File: config.mk
export PLATFORM = sky130hd
export DESIGN_NAME = voxel_ray_traversal_stepper_top
export DESIGN_NICKNAME = d
export VERILOG_FILES = /design/src/rtl/core/vrt_pkg.sv /design/src/rtl/core/vrt_ctrl.sv /design/src/rtl/core/vrt_dp.sv /design/src/rtl/core/voxel_ray_traversal_stepper_top.sv
export SDC_FILE = /design/constraint.sdc
export NUM_CORES = 2
export LEC_CHECK = 0
export BUFFER_PORTS_ARGS = -buffer_cell sky130_fd_sc_hd__buf_2
export CAP_MARGIN = 20
export CELL_PAD_IN_SITES_DETAIL_PLACEMENT = 0
export CELL_PAD_IN_SITES_GLOBAL_PLACEMENT = 1
export CORE_MARGIN = 2
export CORE_UTILIZATION = 50
export CTS_CLUSTER_DIAMETER = 200
export CTS_CLUSTER_SIZE = 40
export DETAILED_ROUTE_END_ITERATION = 6
export PLACE_DENSITY = 0.92
export SLEW_MARGIN = 20
export SYNTH_ARGS = -nofsm -noshare
export SYNTH_HDL_FRONTEND = slang
export SYNTH_SLANG_ARGS = --single-unit
File: constraint.sdc
create_clock -name clk -period 13 [get_ports clk]
set_input_delay 0.65 -clock clk [delete_from_list [all_inputs] [get_ports clk]]
set_output_delay 0.65 -clock clk [all_outputs]
set_load 0.03 [all_outputs]
File: src/rtl/core/vrt_pkg.sv
`timescale 1ns / 1ps

package vrt_pkg;

  // default fixed-point layout
  localparam int FRAC_BITS_DEF = 16;
  localparam int CELL_BITS_DEF = 16;

  localparam int OUTC_W = 3;
  localparam logic [OUTC_W-1:0] OUTC_PROBE  = 3'd0;
  localparam logic [OUTC_W-1:0] OUTC_HIT    = 3'd1;
  localparam logic [OUTC_W-1:0] OUTC_MISS   = 3'd2;
  localparam logic [OUTC_W-1:0] OUTC_REJECT = 3'd3;
  localparam logic [OUTC_W-1:0] OUTC_IDLE   = 3'd4;

  localparam logic [31:0] DIST_INF = 32'hFFFF_FFFF;
  localparam int ROOT_STEPS = 32;

  // datapath commands
  localparam int CMD_W = 4;
  localparam logic [CMD_W-1:0] CMD_NONE      = 4'd0;
  localparam logic [CMD_W-1:0] CMD_LOAD      = 4'd1;
  localparam logic [CMD_W-1:0] CMD_PROBE     = 4'd2;
  localparam logic [CMD_W-1:0] CMD_SQ        = 4'd3;
  localparam logic [CMD_W-1:0] CMD_REJECT    = 4'd4;
  localparam logic [CMD_W-1:0] CMD_ROOT_INIT = 4'd5;
  localparam logic [CMD_W-1:0] CMD_ROOT_STEP = 4'd6;
  localparam logic [CMD_W-1:0] CMD_AXIS_INIT = 4'd7;
  localparam logic [CMD_W-1:0] CMD_DIV_STEP  = 4'd8;
  localparam logic [CMD_W-1:0] CMD_MUL       = 4'd9;
  localparam logic [CMD_W-1:0] CMD_STORE     = 4'd10;
  localparam logic [CMD_W-1:0] CMD_FINISH    = 4'd11;

  typedef struct packed {
    logic [CMD_W-1:0] op;
    logic [1:0]       axis;
  } vrt_cmd_t;

  typedef struct packed {
    logic sum_zero;   // squared length is zero
    logic dir_zero;   // direction of commanded axis is zero
    logic out_free;   // result register can take a word this cycle
  } vrt_stat_t;

endpackage

File: src/rtl/core/vrt_ctrl.sv
`timescale 1ns / 1ps

module vrt_ctrl #(
  parameter int FRAC_BITS = vrt_pkg::FRAC_BITS_DEF
) (
  input  logic              clk,
  input  logic              rst_n,
  input  logic              in_valid,
  input  logic              in_req_type,
  output logic              in_ready,
  input  vrt_pkg::vrt_stat_t stat,
  output vrt_pkg::vrt_cmd_t  cmd
);
  import vrt_pkg::*;

  localparam int DIV_STEPS = 32 + FRAC_BITS;
  localparam int CNT_W = $clog2(DIV_STEPS + 1);
  localparam logic [CNT_W-1:0] DIV_LAST  = CNT_W'(DIV_STEPS - 1);
  localparam logic [CNT_W-1:0] ROOT_LAST = CNT_W'(ROOT_STEPS - 1);

  localparam logic [3:0] S_IDLE   = 4'd0;
  localparam logic [3:0] S_SQ     = 4'd1;
  localparam logic [3:0] S_CHECK  = 4'd2;
  localparam logic [3:0] S_ROOT   = 4'd3;
  localparam logic [3:0] S_AINIT  = 4'd4;
  localparam logic [3:0] S_DIV    = 4'd5;
  localparam logic [3:0] S_MUL    = 4'd6;
  localparam logic [3:0] S_STORE  = 4'd7;
  localparam logic [3:0] S_FINISH = 4'd8;

  logic [3:0]       state_r, state_nxt;
  logic [1:0]       axis_r, axis_nxt;
  logic [CNT_W-1:0] cnt_r, cnt_nxt;

  assign in_ready = (state_r == S_IDLE) && stat.out_free;

  // sequencer
  always_comb begin
    state_nxt = state_r;
    axis_nxt  = axis_r;
    cnt_nxt   = cnt_r;
    cmd.op    = CMD_NONE;
    cmd.axis  = axis_r;
    unique case (state_r)
      S_IDLE: begin
        if (in_valid && in_ready) begin
          if (in_req_type) begin
            cmd.op = CMD_PROBE;
          end else begin
            cmd.op    = CMD_LOAD;
            axis_nxt  = 2'd0;
            state_nxt = S_SQ;
          end
        end
      end
      S_SQ: begin
        cmd.op = CMD_SQ;
        if (axis_r == 2'd2) begin
          axis_nxt  = 2'd0;
          state_nxt = S_CHECK;
        end else begin
          axis_nxt = axis_r + 2'd1;
        end
      end
      S_CHECK: begin
        if (stat.sum_zero) begin
          cmd.op    = CMD_REJECT;
          state_nxt = S_IDLE;
        end else begin
          cmd.op    = CMD_ROOT_INIT;
          cnt_nxt   = '0;
          state_nxt = S_ROOT;
        end
      end
      S_ROOT: begin
        cmd.op  = CMD_ROOT_STEP;
        cnt_nxt = cnt_r + 1'b1;
        if (cnt_r == ROOT_LAST) begin
          axis_nxt  = 2'd0;
          state_nxt = S_AINIT;
        end
      end
      S_AINIT: begin
        cmd.op    = CMD_AXIS_INIT;
        cnt_nxt   = '0;
        state_nxt = stat.dir_zero ? S_STORE : S_DIV;
      end
      S_DIV: begin
        cmd.op  = CMD_DIV_STEP;
        cnt_nxt = cnt_r + 1'b1;
        if (cnt_r == DIV_LAST) state_nxt = S_MUL;
      end
      S_MUL: begin
        cmd.op    = CMD_MUL;
        state_nxt = S_STORE;
      end
      S_STORE: begin
        cmd.op = CMD_STORE;
        if (axis_r == 2'd2) begin
          state_nxt = S_FINISH;
        end else begin
          axis_nxt  = axis_r + 2'd1;
          state_nxt = S_AINIT;
        end
      end
      S_FINISH: begin
        cmd.op    = CMD_FINISH;
        state_nxt = S_IDLE;
      end
      default: begin
        state_nxt = S_IDLE;
      end
    endcase
  end

  always_ff @(posedge clk) begin
    if (!rst_n) begin
      state_r <= S_IDLE;
      axis_r  <= '0;
      cnt_r   <= '0;
    end else begin
      state_r <= state_nxt;
      axis_r  <= axis_nxt;
      cnt_r   <= cnt_nxt;
    end
  end

endmodule

File: src/rtl/core/vrt_dp.sv
`timescale 1ns / 1ps

module vrt_dp #(
  parameter int FRAC_BITS = vrt_pkg::FRAC_BITS_DEF,
  parameter int CELL_BITS = vrt_pkg::CELL_BITS_DEF
) (
  input  logic                      clk,
  input  logic                      rst_n,
  input  vrt_pkg::vrt_cmd_t         cmd,
  output vrt_pkg::vrt_stat_t        stat,
  input  logic signed [31:0]        in_origin_x,
  input  logic signed [31:0]        in_origin_y,
  input  logic signed [31:0]        in_origin_z,
  input  logic signed [15:0]        in_dir_x,
  input  logic signed [15:0]        in_dir_y,
  input  logic signed [15:0]        in_dir_z,
  input  logic [31:0]               in_max_distance,
  input  logic                      in_solid,
  input  logic [15:0]               in_block_code,
  output logic                      out_valid,
  input  logic                      out_ready,
  output logic [vrt_pkg::OUTC_W-1:0] out_outcome,
  output logic signed [15:0]        out_voxel_x,
  output logic signed [15:0]        out_voxel_y,
  output logic signed [15:0]        out_voxel_z,
  output logic signed [15:0]        out_prior_x,
  output logic signed [15:0]        out_prior_y,
  output logic signed [15:0]        out_prior_z,
  output logic [31:0]               out_travelled,
  output logic [15:0]               out_hit_block
);
  import vrt_pkg::*;

  localparam int NW = 32 + FRAC_BITS;         // dividend width
  localparam int PW = FRAC_BITS + 1 + 32;     // crossing product width
  localparam logic [CELL_BITS-1:0] CELL_ONE = CELL_BITS'(1);

  // start operands
  logic signed [31:0] org_r [3];
  logic signed [15:0] dir_r [3];
  logic [31:0]        limit_r;
  logic [31:0]        sum_r;

  // root and divide
  logic [63:0]   n_r, r_r, b_r;
  logic [NW-1:0] num_r;
  logic [31:0]   rem_r;
  logic [31:0]   den_r;
  logic          dz_r;
  logic [31:0]   delta_r;
  logic [PW-1:0] prod_r;

  // walk state
  logic [CELL_BITS-1:0] pos_r [3];
  logic [CELL_BITS-1:0] back_r [3];
  logic [5:0]           signs_r;
  logic [31:0]          cdelta_r [3];
  logic [31:0]          ncross_r [3];
  logic [31:0]          walked_r;
  logic                 live_r;

  // result word
  logic                  out_valid_r;
  logic [OUTC_W-1:0]     outc_r;
  logic [15:0]           vox_r [3];
  logic [15:0]           pri_r [3];
  logic [31:0]           trav_r;
  logic [15:0]           hblk_r;

  // axis-selected operands
  logic signed [15:0]  dsel;
  logic signed [31:0]  dwide;
  logic signed [31:0]  osel, osh;
  logic [15:0]         adsel;
  logic [31:0]         sq;
  logic [CELL_BITS-1:0] cell_sel;
  logic [FRAC_BITS:0]  k_sel;
  logic [31:0]         delta_sat, cross_sat;

  always_comb begin
    dsel  = dir_r[cmd.axis];
    osel  = org_r[cmd.axis];
    adsel = dsel[15] ? 16'(-dsel) : 16'(dsel);
    dwide = 32'(dsel);
    sq    = dwide * dwide;
    osh   = osel >>> FRAC_BITS;
    cell_sel = osh[CELL_BITS-1:0];
    k_sel = dsel[15] ? {1'b0, osel[FRAC_BITS-1:0]}
                     : ({1'b1, {FRAC_BITS{1'b0}}} - {1'b0, osel[FRAC_BITS-1:0]});
    delta_sat = (|num_r[NW-1:32]) ? DIST_INF : num_r[31:0];
    cross_sat = (dz_r || delta_r == DIST_INF || (|prod_r[PW-1:FRAC_BITS+32]))
              ? DIST_INF : prod_r[FRAC_BITS+31:FRAC_BITS];
  end

  // root and divide step logic
  logic [63:0] rt_sum;
  logic [32:0] rem_sh;
  logic        q_bit;
  always_comb begin
    rt_sum = r_r + b_r;
    rem_sh = {rem_r, num_r[NW-1]};
    q_bit  = (rem_sh >= {1'b0, den_r});
  end

  // probe step
  logic        sel0, sel1;
  logic [1:0]  pa;
  logic [31:0] step_dist, dstep, nc_new;
  logic [32:0] nc_sum;
  logic [1:0]  sg;
  logic [CELL_BITS-1:0] pos_new [3];
  logic        miss;
  always_comb begin
    sel0 = (ncross_r[0] <= ncross_r[1]) && (ncross_r[0] <= ncross_r[2]);
    sel1 = !sel0 && (ncross_r[1] <= ncross_r[2]);
    pa   = sel0 ? 2'd0 : (sel1 ? 2'd1 : 2'd2);
    step_dist = ncross_r[pa];
    dstep = cdelta_r[pa];
    nc_sum = {1'b0, step_dist} + {1'b0, dstep};
    nc_new = (step_dist == DIST_INF || dstep == DIST_INF || nc_sum[32])
           ? DIST_INF : nc_sum[31:0];
    sg = signs_r[2*pa +: 2];
    for (int i = 0; i < 3; i++) begin
      pos_new[i] = pos_r[i];
    end
    if (sg[0]) pos_new[pa] = sg[1] ? pos_r[pa] - CELL_ONE : pos_r[pa] + CELL_ONE;
    miss = (step_dist == DIST_INF) || (step_dist > limit_r);
  end

  function automatic logic [15:0] ext16(input logic [CELL_BITS-1:0] c);
    logic [31:0] w;
    w = {{(32-CELL_BITS){c[CELL_BITS-1]}}, c};
    return w[15:0];
  endfunction

  assign stat.sum_zero = (sum_r == '0);
  assign stat.dir_zero = (dsel == '0);
  assign stat.out_free = !out_valid_r || out_ready;

  // working registers
  always_ff @(posedge clk) begin
    unique case (cmd.op)
      CMD_LOAD: begin
        org_r[0] <= in_origin_x; org_r[1] <= in_origin_y; org_r[2] <= in_origin_z;
        dir_r[0] <= in_dir_x;    dir_r[1] <= in_dir_y;    dir_r[2] <= in_dir_z;
        limit_r  <= in_max_distance;
        sum_r    <= '0;
      end
      CMD_SQ: sum_r <= sum_r + sq;
      CMD_ROOT_INIT: begin
        n_r <= {sum_r, 32'd0};
        r_r <= '0;
        b_r <= 64'd1 << 62;
      end
      CMD_ROOT_STEP: begin
        if (n_r >= rt_sum) begin
          n_r <= n_r - rt_sum;
          r_r <= (r_r >> 1) + b_r;
        end else begin
          r_r <= r_r >> 1;
        end
        b_r <= b_r >> 2;
      end
      CMD_AXIS_INIT: begin
        num_r <= NW'(r_r[31:0]) << FRAC_BITS;
        rem_r <= '0;
        den_r <= {adsel, 16'd0};
        dz_r  <= (dsel == '0);
      end
      CMD_DIV_STEP: begin
        rem_r <= q_bit ? 32'(rem_sh - {1'b0, den_r}) : rem_sh[31:0];
        num_r <= {num_r[NW-2:0], q_bit};
      end
      CMD_MUL: begin
        delta_r <= delta_sat;
        prod_r  <= PW'(k_sel) * PW'(delta_sat);
      end
      default: begin
      end
    endcase
  end

  // walk state and result word
  always_ff @(posedge clk) begin
    if (!rst_n) begin
      for (int i = 0; i < 3; i++) begin
        pos_r[i]    <= '0;
        back_r[i]   <= '0;
        cdelta_r[i] <= DIST_INF;
        ncross_r[i] <= DIST_INF;
      end
      signs_r     <= '0;
      walked_r    <= '0;
      live_r      <= 1'b0;
      out_valid_r <= 1'b0;
    end else begin
      // result register: loaded by a result command, emptied when taken
      if (cmd.op == CMD_REJECT || cmd.op == CMD_FINISH || cmd.op == CMD_PROBE) begin
        out_valid_r <= 1'b1;
      end else if (out_ready) begin
        out_valid_r <= 1'b0;
      end
      unique case (cmd.op)
        CMD_LOAD: live_r <= 1'b0;
        CMD_REJECT: begin
          outc_r <= OUTC_REJECT;
          for (int i = 0; i < 3; i++) begin
            vox_r[i] <= '0;
            pri_r[i] <= '0;
          end
          trav_r <= '0;
          hblk_r <= '0;
        end
        CMD_STORE: begin
          pos_r[cmd.axis]    <= cell_sel;
          cdelta_r[cmd.axis] <= dz_r ? DIST_INF : delta_r;
          ncross_r[cmd.axis] <= cross_sat;
          signs_r[2*cmd.axis +: 2] <= dz_r ? 2'b00 : (dsel[15] ? 2'b11 : 2'b01);
        end
        CMD_FINISH: begin
          for (int i = 0; i < 3; i++) begin
            back_r[i] <= pos_r[i];
            vox_r[i]  <= ext16(pos_r[i]);
            pri_r[i]  <= '0;
          end
          walked_r    <= '0;
          live_r      <= 1'b1;
          outc_r      <= OUTC_PROBE;
          trav_r      <= '0;
          hblk_r      <= '0;
        end
        CMD_PROBE: begin
          trav_r <= '0;
          hblk_r <= '0;
          for (int i = 0; i < 3; i++) begin
            vox_r[i] <= '0;
            pri_r[i] <= '0;
          end
          priority if (!live_r) begin
            outc_r <= OUTC_IDLE;
          end else if (in_solid) begin
            outc_r <= OUTC_HIT;
            for (int i = 0; i < 3; i++) begin
              vox_r[i] <= ext16(pos_r[i]);
              pri_r[i] <= ext16(back_r[i]);
            end
            trav_r <= walked_r;
            hblk_r <= in_block_code;
            live_r <= 1'b0;
          end else begin
            for (int i = 0; i < 3; i++) begin
              back_r[i] <= pos_r[i];
              pos_r[i]  <= pos_new[i];
            end
            ncross_r[pa] <= nc_new;
            walked_r     <= step_dist;
            if (miss) begin
              outc_r <= OUTC_MISS;
              live_r <= 1'b0;
            end else begin
              outc_r <= OUTC_PROBE;
              for (int i = 0; i < 3; i++) begin
                vox_r[i] <= ext16(pos_new[i]);
              end
            end
          end
        end
        default: begin
        end
      endcase
    end
  end

  assign out_valid     = out_valid_r;
  assign out_outcome   = outc_r;
  assign out_voxel_x   = vox_r[0];
  assign out_voxel_y   = vox_r[1];
  assign out_voxel_z   = vox_r[2];
  assign out_prior_x   = pri_r[0];
  assign out_prior_y   = pri_r[1];
  assign out_prior_z   = pri_r[2];
  assign out_travelled = trav_r;
  assign out_hit_block = hblk_r;

endmodule

File: src/rtl/core/voxel_ray_traversal_stepper_top.sv
`timescale 1ns / 1ps

// Fixed-point 3D voxel walk (Amanatides-Woo stepping).
// Input channel (in_valid/in_ready): a start word (req_type 0) carries origin,
// direction and distance limit; an answer word (req_type 1) says whether the
// last probed voxel is solid and gives its block code.
// Result channel (out_valid/out_ready): one word per input word, held in an
// output register.
// Flow: an answer word's result is in the output register in the cycle after
// acceptance, and a new word is taken in the same cycle the previous result is
// taken, so probes run at one word per cycle while out_ready stays high. A start
// word runs a sum of squares over the three axes, a zero check, a 32-step square
// root, and per moving axis a setup step, a (32+FRAC_BITS)-step restoring divide,
// a multiply and a store; a fixed axis takes only the setup step and the store.
// A final step then loads the result word.
// A start word whose direction is all zero is rejected at the zero check.
// in_ready is low while a start is in progress and while the result register
// holds a word that is not taken this cycle; a stalled receiver simply holds
// off the next input word.
// Reset (synchronous, active low) drops any active ray and empties the output.
module voxel_ray_traversal_stepper_top #(
  parameter int FRAC_BITS = vrt_pkg::FRAC_BITS_DEF,
  parameter int CELL_BITS = vrt_pkg::CELL_BITS_DEF
) (
  input  logic                      clk,
  input  logic                      rst_n,
  input  logic                      in_valid,
  output logic                      in_ready,
  input  logic                      in_req_type,
  input  logic signed [31:0]        in_origin_x,
  input  logic signed [31:0]        in_origin_y,
  input  logic signed [31:0]        in_origin_z,
  input  logic signed [15:0]        in_dir_x,
  input  logic signed [15:0]        in_dir_y,
  input  logic signed [15:0]        in_dir_z,
  input  logic [31:0]               in_max_distance,
  input  logic                      in_solid,
  input  logic [15:0]               in_block_code,
  output logic                      out_valid,
  input  logic                      out_ready,
  output logic [vrt_pkg::OUTC_W-1:0] out_outcome,
  output logic signed [15:0]        out_voxel_x,
  output logic signed [15:0]        out_voxel_y,
  output logic signed [15:0]        out_voxel_z,
  output logic signed [15:0]        out_prior_x,
  output logic signed [15:0]        out_prior_y,
  output logic signed [15:0]        out_prior_z,
  output logic [31:0]               out_travelled,
  output logic [15:0]               out_hit_block
);
  import vrt_pkg::*;

  vrt_cmd_t  cmd;
  vrt_stat_t stat;

  vrt_ctrl #(.FRAC_BITS(FRAC_BITS)) u_ctrl (
    .clk         (clk),
    .rst_n       (rst_n),
    .in_valid    (in_valid),
    .in_req_type (in_req_type),
    .in_ready    (in_ready),
    .stat        (stat),
    .cmd         (cmd)
  );

  vrt_dp #(.FRAC_BITS(FRAC_BITS), .CELL_BITS(CELL_BITS)) u_dp (
    .clk             (clk),
    .rst_n           (rst_n),
    .cmd             (cmd),
    .stat            (stat),
    .in_origin_x     (in_origin_x),
    .in_origin_y     (in_origin_y),
    .in_origin_z     (in_origin_z),
    .in_dir_x        (in_dir_x),
    .in_dir_y        (in_dir_y),
    .in_dir_z        (in_dir_z),
    .in_max_distance (in_max_distance),
    .in_solid        (in_solid),
    .in_block_code   (in_block_code),
    .out_valid       (out_valid),
    .out_ready       (out_ready),
    .out_outcome     (out_outcome),
    .out_voxel_x     (out_voxel_x),
    .out_voxel_y     (out_voxel_y),
    .out_voxel_z     (out_voxel_z),
    .out_prior_x     (out_prior_x),
    .out_prior_y     (out_prior_y),
    .out_prior_z     (out_prior_z),
    .out_travelled   (out_travelled),
    .out_hit_block   (out_hit_block)
  );

endmodule

==> results.yml <==
yosys:
  avgSynthCellArea_um2: 9.99
  ys_types: 100
  synth-async-reset-ratio_pct: 0
  seq_area_frac_synth_pct: 36.9
  synthCells: 8152
  yosysWarnings: 0
  ys.flop_type: "edfxtp_1"
  netlist_area_um2: 81400
  synth_edf_count: 965
  synth.net_count: 9626
  ys_seq_elements: 1019
cts:
  cts_resized: 0
  clock_latency_ns: 0.78
  h-tree-depth: 1
  cts_tree: "done"
  cts_sinks: 1019
  path_clk_slew_ns: 0.18
  holdBufCountCts: 0
  clock_path_buffers: 3
  root_buffer: "clkbuf_16"
  cts_setup_buffers: 0
  numCtsBuffers: 30
floorplanning:
  die_x_um: 408
  die_area_um2: 166000
  fp.coreArea_um2: 162000
  initial_core_util_pct: 50.2
  core.rowCount: 148
  ios: 347
  dieHeight_um: 408
routing:
  viasPerCell: 5.72
  antenna_left: 0
  dr.pass1.iters: 6
  drc_errors: 0
  routed_wl_mm: 219
  drt_iter0_drc: 6286
  post_drt_wl_per_cell_um: 20.8
  vias: 60200
global_routing:
  antenna_found_initial: 6
  grtUsageMet2_pct: 41.6
  use_met3_pct: 3.94
  grt_max_degree: 99
  busiest_layer: "met2"
  use_met1_pct: 37.3
  track_usage_pct: 26.1
  first_global_vias: 60100
  grt_first_pass_wirelength_mm: 344
  grt-ovfl-total: 0
cells_and_area:
  area_delta_synth_final_pct: 6.30
  register_area_um2: 30100
  drive_gt1_share_pct: 7.48
  fillers: 14300
  antenna_cells: 0
  multi_input_area_um2: 46100
  fin_nets: 9794
status:
  outcome: "finished clean"
setup_path:
  arrival_ns: 12.05
  max_stage_delay_ns: 1.00
  path_max_fanout: 48
  startpoint_type: "flip-flop"
  reg2reg_depth: 33
  end_kind: "flip-flop"
  required_ns: 13.50
  critPathKind: "reg2reg"
  crit_slowest_cell: "dfxtp_4"
  r2r_slack_ns: 1.46
  timing.critical_path.mode_cell: "fa_1"
  r2r_end: "u_dp.prod_r[43]"
placement:
  place_congestion: 0.968
  post-dp-hpwl_mm: 169
  port-buffer-count: 346
min_path:
  hold_path.startpoint: "in_origin_z[30]"
  hold_path.class: "in2reg"
  min_to: "u_dp.org_r[2][30]"
  holdPathStages: 1
timing:
  tns_ns: 0
  final.min_clock_period_ns: 11.54
  drv_slew: 0
  skew_ns: 0.119
  rsz0062_at_grt: "no"
  fin_crit_sh_pct: 88.8
  hold_violations: 0
  setup_viol_count_final: 0
  fmax_mhz: 86.6
  worst_pin_slew_ns: 1.24
  relSlewSlack_pct: 16.8
job:
  cap_violations: 0
==> critical path, delay by kind of cell (launching register included) <==
kind	cells	cell delay [ns]
and+or+nand+nor	6	1.26
xor gates and xnor gates	2	0.81
buffers and inverters	3	0.20
DFF	1	1.00
adders and majority gates	7	3.27
muxes	1	0.27
AOI/OAI and AO/OA	14	4.41
==> cells in the mapped netlist, drive strengths merged (10+ instances only) <==
cell type	n	area (um2)
o211ai	11	82.6
and4	15	131
nor2	724	2720
a21oi	386	1940
edfxtp	965	29000
o21ai	352	1760
or3	26	163
nor4	37	244
a31oi	81	507
and2	197	1230
ha	555	6940
nor2b	59	369
mux2i	120	1200
clkinv	12	45.0
nand2b	42	263
nand2	1160	4350
or2	25	156
fa	721	14400
nor3	59	300
and3	124	776
xor2	150	1310
o21a	41	315
o21bai	27	203
nand3	85	425
xnor2	167	1460
a21boi	12	90.1
a21o	111	833
a211oi	50	375
a31o	12	105
nand4	115	726
a211o	10	96.4
buf	53	345
clkbuf	262	986
o31ai	29	243
inv	1100	4130
o22ai	66	694
dfxtp	54	1080
==> kinds of logic (layout without fill, tap and decap cells) <==
logic type,count (synthesis),in the layout,synth area share (%)
xor gates and xnor gates,317,317,3.41
buffers and inverters,1427,1619,6.76
and+or+nand+nor,2695,2695,14.9
muxes,122,122,1.50
AOI/OAI and AO/OA,1296,1296,10.3
adders and majority gates,1276,1276,26.3
DFF,1019,1019,36.9
==> metal layers <==
metal | vias up | part of all wire, %
met5 | - | 0.025
met4 | 8 | 2.8
met3 | 383 | 8.4
met2 | 2652 | 46
met1 | 29500 | 43
li1 | 27600 | -
==> sequential cells by signal, indices dropped and copies added (netlist names), 6 cells and up, named ones only <==
register            cells
u_dp.dir_r             48
u_dp.limit_r           32
u_dp.vox_r             48
u_dp.n_r               64
u_ctrl.cnt_r            6
u_dp.sum_r             32
u_dp.prod_r            33
u_dp.den_r             16
u_dp.rem_r             32
u_dp.b_r               32
u_dp.r_r               64
u_dp.out_travelled     32
u_dp.pri_r             48
u_dp.walked_r          32
u_dp.signs_r            6
u_dp.out_hit_block     16
u_dp.back_r            48
u_dp.ncross_r          96
u_dp.num_r             48
u_dp.delta_r           32
u_dp.org_r             96
u_dp.pos_r             48
u_dp.cdelta_r          96
==> area by class of cell <==
cell class / count / share of cell area [%]
flip-flops and latches: 1019 / 34.7
multi-input cells: 5706 / 53.3
well taps: 2175 / 3.14
clock buffers: 52 / 0.963
inverters: 1112 / 4.83
repair buffers: 451 / 2.93
clock inverters: 4 / 0.117
==> placed cells by master (no fill, tap or decap), drive strengths merged, types with 52 or more instances in the layout <==
cell	instances
xnor2	167
dfxtp	54
o21ai	352
xor2	150
a21o	111
and3	124
a21oi	386
ha	555
inv	1101
and2	197
nor2	724
nand4	115
fa	721
mux2i	120
edfxtp	965
clkbuf	52
o22ai	66
nor3	59
nand3	85
a31oi	81
nand2	1160
nor2b	59
buf	451
==> per-stage QoR <==
stage	hold slack (ns)	cell area (um2)	worst slack (ns)	instances	utilization, %
floorplan	0.432	81400	1.37	8152	-
global placement	0.450	85600	1.83	10500	52.7
detailed placement	0.455	85600	1.54	10500	52.8
CTS	0.0181	86500	1.48	10500	53.3
global route	0.0282	86500	0.835	10500	53.4
finish	0.0450	86500	1.46	10500	53.4
==> worst max-delay path by stage <==
stage	from	endpoint	slack, ns	depth (start not counted)
finish	flip-flop	u_dp.prod_r[43]	1.46	33
global route	flip-flop	u_dp.prod_r[43]	0.84	33
CTS	flip-flop	u_dp.prod_r[43]	1.48	33
detailed placement	flip-flop	u_dp.prod_r[43]	1.54	33
global placement	flip-flop	u_dp.prod_r[43]	1.83	33
floorplan	u_ctrl.state_r[1]	u_dp.sum_r[0]	1.37	7
Power is not shown: default switching activity piles up to over one toggle a cycle in this logic, so the estimate is an artifact.
